--- src/design/m3i_pkg.sv ---
`default_nettype none
package m3i_pkg;

   localparam int ELEM_W        = 32;
   localparam int N_ELEM        = 9;
   localparam int N_ROW         = 3;
   localparam int PROD_W        = 64;
   localparam int ADJ_W         = 65;
   localparam int MAG_W         = 64;   // |adjugate| never exceeds 2^63
   localparam int DET_W         = 98;
   localparam int QUOT_W        = 34;   // top bit flags a quotient of 2^33 or more
   localparam int THR_W         = 31;
   localparam int ADJ_STAGES    = 2;
   localparam int DET_STAGES    = 3;
   localparam int MERGE_STAGES  = 1;
   localparam int DEF_FRAC_BITS = 16;

   typedef logic signed [ELEM_W-1:0] elem_type;
   typedef elem_type                 mat_type [N_ELEM];
   typedef elem_type                 row_type [N_ROW];
   typedef logic signed [ADJ_W-1:0]  adj_type;
   typedef adj_type                  adj_arr_type [N_ELEM];
   typedef logic [DET_W-1:0]         mag_type;
   typedef logic [QUOT_W-1:0]        quot_type;
   typedef quot_type                 quot_arr_type [N_ELEM];

   typedef struct packed {
      logic singular;
   } det_stat_type;

endpackage
`default_nettype wire

--- src/design/m3i_merge.sv ---
`default_nettype none
module m3i_merge #(
   parameter int FRAC_BITS = m3i_pkg::DEF_FRAC_BITS
) (
   input  wire logic                     clock,
   input  wire logic                     en,
   input  wire m3i_pkg::quot_arr_type    quot,
   input  wire logic                     neg [m3i_pkg::N_ELEM],
   input  wire m3i_pkg::det_stat_type    stat,
   output m3i_pkg::mat_type              res,
   output logic                          singular,
   output logic                          overflow
);
   import m3i_pkg::*;

   localparam logic [ELEM_W-1:0] ONE     = ELEM_W'(1) << FRAC_BITS;
   localparam logic [ELEM_W-1:0] POS_MAX = {1'b0, {(ELEM_W-1){1'b1}}};
   localparam logic [ELEM_W-1:0] NEG_MIN = {1'b1, {(ELEM_W-1){1'b0}}};

   mat_type res_ff;
   mat_type res_in;
   logic    sing_ff;
   logic    ovf_ff;
   logic    ovf_in;

   always_comb begin
      logic [QUOT_W-2:0] qq;
      logic              sat;
      ovf_in = 1'b0;
      for (int k = 0; k < N_ELEM; k++) begin
         qq = quot[k][QUOT_W-2:0];
         if (neg[k]) begin
            sat       = quot[k][QUOT_W-1] || (qq > (QUOT_W-1)'(NEG_MIN));
            res_in[k] = sat ? NEG_MIN : -qq[ELEM_W-1:0];
         end else begin
            sat       = quot[k][QUOT_W-1] || (qq > (QUOT_W-1)'(POS_MAX));
            res_in[k] = sat ? POS_MAX : qq[ELEM_W-1:0];
         end
         if (stat.singular) begin
            res_in[k] = (k % 4 == 0) ? ONE : '0;
         end
         ovf_in = ovf_in | sat;
      end
      if (stat.singular) begin
         ovf_in = 1'b0;
      end
   end

   always_ff @(posedge clock) begin
      if (en) begin
         res_ff  <= res_in;
         sing_ff <= stat.singular;
         ovf_ff  <= ovf_in;
      end
   end

   assign res      = res_ff;
   assign singular = sing_ff;
   assign overflow = ovf_ff;

endmodule
`default_nettype wire

--- config.mk ---
export PLATFORM = sky130hd
export DESIGN_NAME = m3i_merge
export DESIGN_NICKNAME = d
export VERILOG_FILES = /design/src/design/m3i_pkg.sv /design/src/design/m3i_merge.sv
export SDC_FILE = /design/constraint.sdc
export NUM_CORES = 1
export LEC_CHECK = 0
export BUFFER_PORTS_ARGS = -buffer_cell sky130_fd_sc_hd__buf_2
export CORE_AREA = 2 2 233 235
export DETAILED_ROUTE_END_ITERATION = 12
export DIE_AREA = 0 0 235 237
export MAX_ROUTING_LAYER = met4
export PLACE_DENSITY_LB_ADDON = 0.25
export SLEW_MARGIN = 40
export SYNTH_ARGS = -nofsm -noshare
export SYNTH_HDL_FRONTEND = slang
export SYNTH_SLANG_ARGS = --single-unit
--- constraint.sdc ---
create_clock -name clock -period 8.2 [get_ports clock]
set_input_delay 1.64 -clock clock [delete_from_list [all_inputs] [get_ports clock]]
set_output_delay 1.64 -clock clock [all_outputs]
set_load 0.01 [all_outputs]
==> results.sh <==
export IMPL_status="finished clean"
export IMPL_fill_cells=5188
export IMPL_cellLeakagePower_uw=0.00892
export IMPL_clkSinkCount=290
export IMPL_largest_net_degree_at_the_start_of_global_routing=181
export IMPL_coreArea_um2=53300
export IMPL_hold_class="input pin to register"
export IMPL_finalPower_uw=4490
export IMPL_clk_transition_reported_paths_ps=60
export IMPL_placementRows=85
export IMPL_postCtsResizedCells=0
export IMPL_max_slew_margin=0.418
export IMPL_finalInstanceArea_um2=24900
export IMPL_dominantRegCellSynth="edfxtp_1"
export IMPL_yosysTopAreaCellShare=0.438
export IMPL_yosys_area_top_type="edfxtp_1"
export IMPL_post_route_drc_count=0
export IMPL_rsz0062_at_grt="false"
export IMPL_clock_power_share=0.412
export IMPL_drt_first_iter_violations=2109
export IMPL_grt_ovfl_total=0
export IMPL_finalMaxSlewViolations=0
export IMPL_cts_path_max_buffers=3
export IMPL_cts_tree="built"
export IMPL_setup_violations_final=0
export IMPL_syn_nets=2601
export IMPL_setup_tns_final_ps=0
export IMPL_timing_worst_slew_pin_value_ps=873
export IMPL_min_period_over_period=0.581
export IMPL_most_common_layout_cells="buf_2, edfxtp_1, nor2_1"
export IMPL_number_of_flops_mapped_to_enable_cells_by_yosys=290
export IMPL_fin_crit_ps=4770
export IMPL_post_layout_nonfiller_instances=3535
export IMPL_power_share_sequential=0.408
export IMPL_first_global_vias=20300
export IMPL_multiInputGateArea_um2=10400
export IMPL_syn_mean_instance_area_um2=8.77
export IMPL_power_switching_uw=1300
export IMPL_power_density_nw_per_um2=180
export IMPL_place_gp_congestion=0.972
export IMPL_timing_fmax_mhz=210
export IMPL_wirelength_mm=84.1
export IMPL_die_area_um2=55700
export IMPL_placed_cells=3427
export IMPL_drtAntennaViolNets=0
export IMPL_number_of_buffers_inserted_for_hold_repair_after_clock_tree_synthesis=0
export IMPL_grt_pass1_wl_mm=126
export IMPL_area_growth_pct=25.4
export IMPL_synth_ff_latch_count=290
export IMPL_die_w_um=235
export IMPL_critical_path_required_ps=8590
export IMPL_netlist_cell_type_count=74
export IMPL_timing_hold_violations_final=0
export IMPL_finish_net_count=3109
export IMPL_worstSetupStartpointType="input pin"
export IMPL_synth_area_top_cells="edfxtp_1, a31oi_1, nor2_1"
export IMPL_tritoncts_num_buffers=38
export IMPL_detailed_place_hpwl_mm=61.6
export IMPL_netlist_instances=2265
export IMPL_power_share_combinational=0.181
export IMPL_final_common_cell="buf_2"
export IMPL_i_o_pins=608
export IMPL_synth_cell_area_um2=19900
export IMPL_post_cts_setup_buffers=0
export IMPL_h_tree_depth=2
export IMPL_seq_area_frac_synth=0.438
export IMPL_avgRoutedWirePerCell_um=23.8
export IMPL_start_util=0.373
export IMPL_placed_cell_area_um2=23400
export IMPL_grt_total_usage=0.294
export IMPL_via_count=22000
export IMPL_cp_end_kind="register"
export IMPL_p_int_uw=3180
export IMPL_maxCapViolations=0
export IMPL_synth_yosys_warnings=0
export IMPL_power_ir_vdd_worst_mv=0.123
export IMPL_drt_pre_antenna_iters=8
export IMPL_sw_frac=0.291
export IMPL_cp_arrival_ps=5150
export IMPL_die_height_um=237
export IMPL_routed_via_density=6.23
export IMPL_placement_io_buffers=607
export IMPL_area_sequential_um2=8710
export IMPL_async_flop_share=0
export IMPL_clockRootBuffer="clkbuf_16"
export IMPL_ratio_of_cells_with_drive_above_1_in_the_final_layout=0.271
export IMPL_grt_antenna_before_repair=36
export IMPL_critical_path_class="input pin to register"
export IMPL_critPathMaxFanout=23
## metrics by stage
step,hold slack (ps),utilization,setup slack [ps]
floorplan,1740,-,3800
global placement,2010,0.438,2940
detailed placement,2010,0.439,2820
CTS,1410,0.464,3420
global route,1450,0.468,3280
finish,1440,0.468,3430
## sequential cells by signal, summed over array words and instances (netlist names)
register and count:
res 288, overflow 1, singular 1
## metal layers
| layer | part of all wire | GRT usage |
|---|---|---|
| met5 | 0 | - |
| met4 | 0.035 | 0.109 |
| met3 | 0.094 | 0.0651 |
| met2 | 0.47 | 0.459 |
| met1 | 0.40 | 0.375 |
## power by group through the flow
stage | clock, uW | combinational (uW) | sequential [uW]
3_5_place_dp | 0 | 796 | 1860
4_1_cts | 1880 | 799 | 1830
3_3_place_gp | 0 | 789 | 1860
2_1_floorplan | 0 | 280 | 1920
5_1_grt | 1920 | 876 | 1840
6_report | 1850 | 812 | 1830
## logic make-up (layout without fill, tap and decap cells)
family | Yosys count | after routing | share of synthesized area
other cells | 0 | 38 | 0
fa+ha+maj | 18 | 18 | 0.0113
xor+xnor | 13 | 13 | 0.00573
buf+inv | 211 | 747 | 0.0410
compound gates | 707 | 707 | 0.230
simple gates | 1026 | 1026 | 0.274
flops | 290 | 290 | 0.438
## path summary, 6_finish.rpt
kind	from	to	depth (start not counted)
max	quot[272]	res[260]$_SDFFCE_PP0P_	10
min	quot[26]	res[26]$_SDFFCE_PP0P_	2
## critical path, stage by stage
cell      delay, ps
buf_2           130
inv_1            80
ha_1            220
or4b_4          500
or4_4           470
o41a_1          410
or3_2           680
nor2_2          670
nand3b_1        150
a31oi_1         200
## cells in the mapped netlist, drive strengths merged, types with 7 or more instances
master / instances
edfxtp: 290
nor2: 217
nand2: 214
a21oi: 152
o21ai: 151
a31oi: 144
clkbuf: 144
nor3: 121
or3: 90
nand4: 79
nor4: 76
inv: 54
nand3: 34
a21o: 33
or4: 31
o31ai: 29
nand3b: 27
o41ai: 22
a211oi: 21
a221oi: 20
nand4b: 20
or2: 20
a311oi: 18
ha: 18
nand2b: 18
a21boi: 17
nor4b: 16
o211ai: 16
nor2b: 14
o22ai: 14
a311o: 12
buf: 12
and2: 11
nor3b: 10
o311ai: 10
or4b: 10
a2111oi: 9
xor2: 9
or3b: 8
o211a: 7
## final cells by class
| class | count | area share |
|---|---|---|
| multi-input cells | 1764 | 0.419 |
| flip-flops and latches | 290 | 0.349 |
| repair buffers | 624 | 0.131 |
| clock buffers | 42 | 0.0396 |
| well taps | 696 | 0.0349 |
| clock inverters | 26 | 0.0145 |
| inverters | 55 | 0.00828 |
| diodes | 38 | 0.00382 |
(Power assumes the default switching activity.)
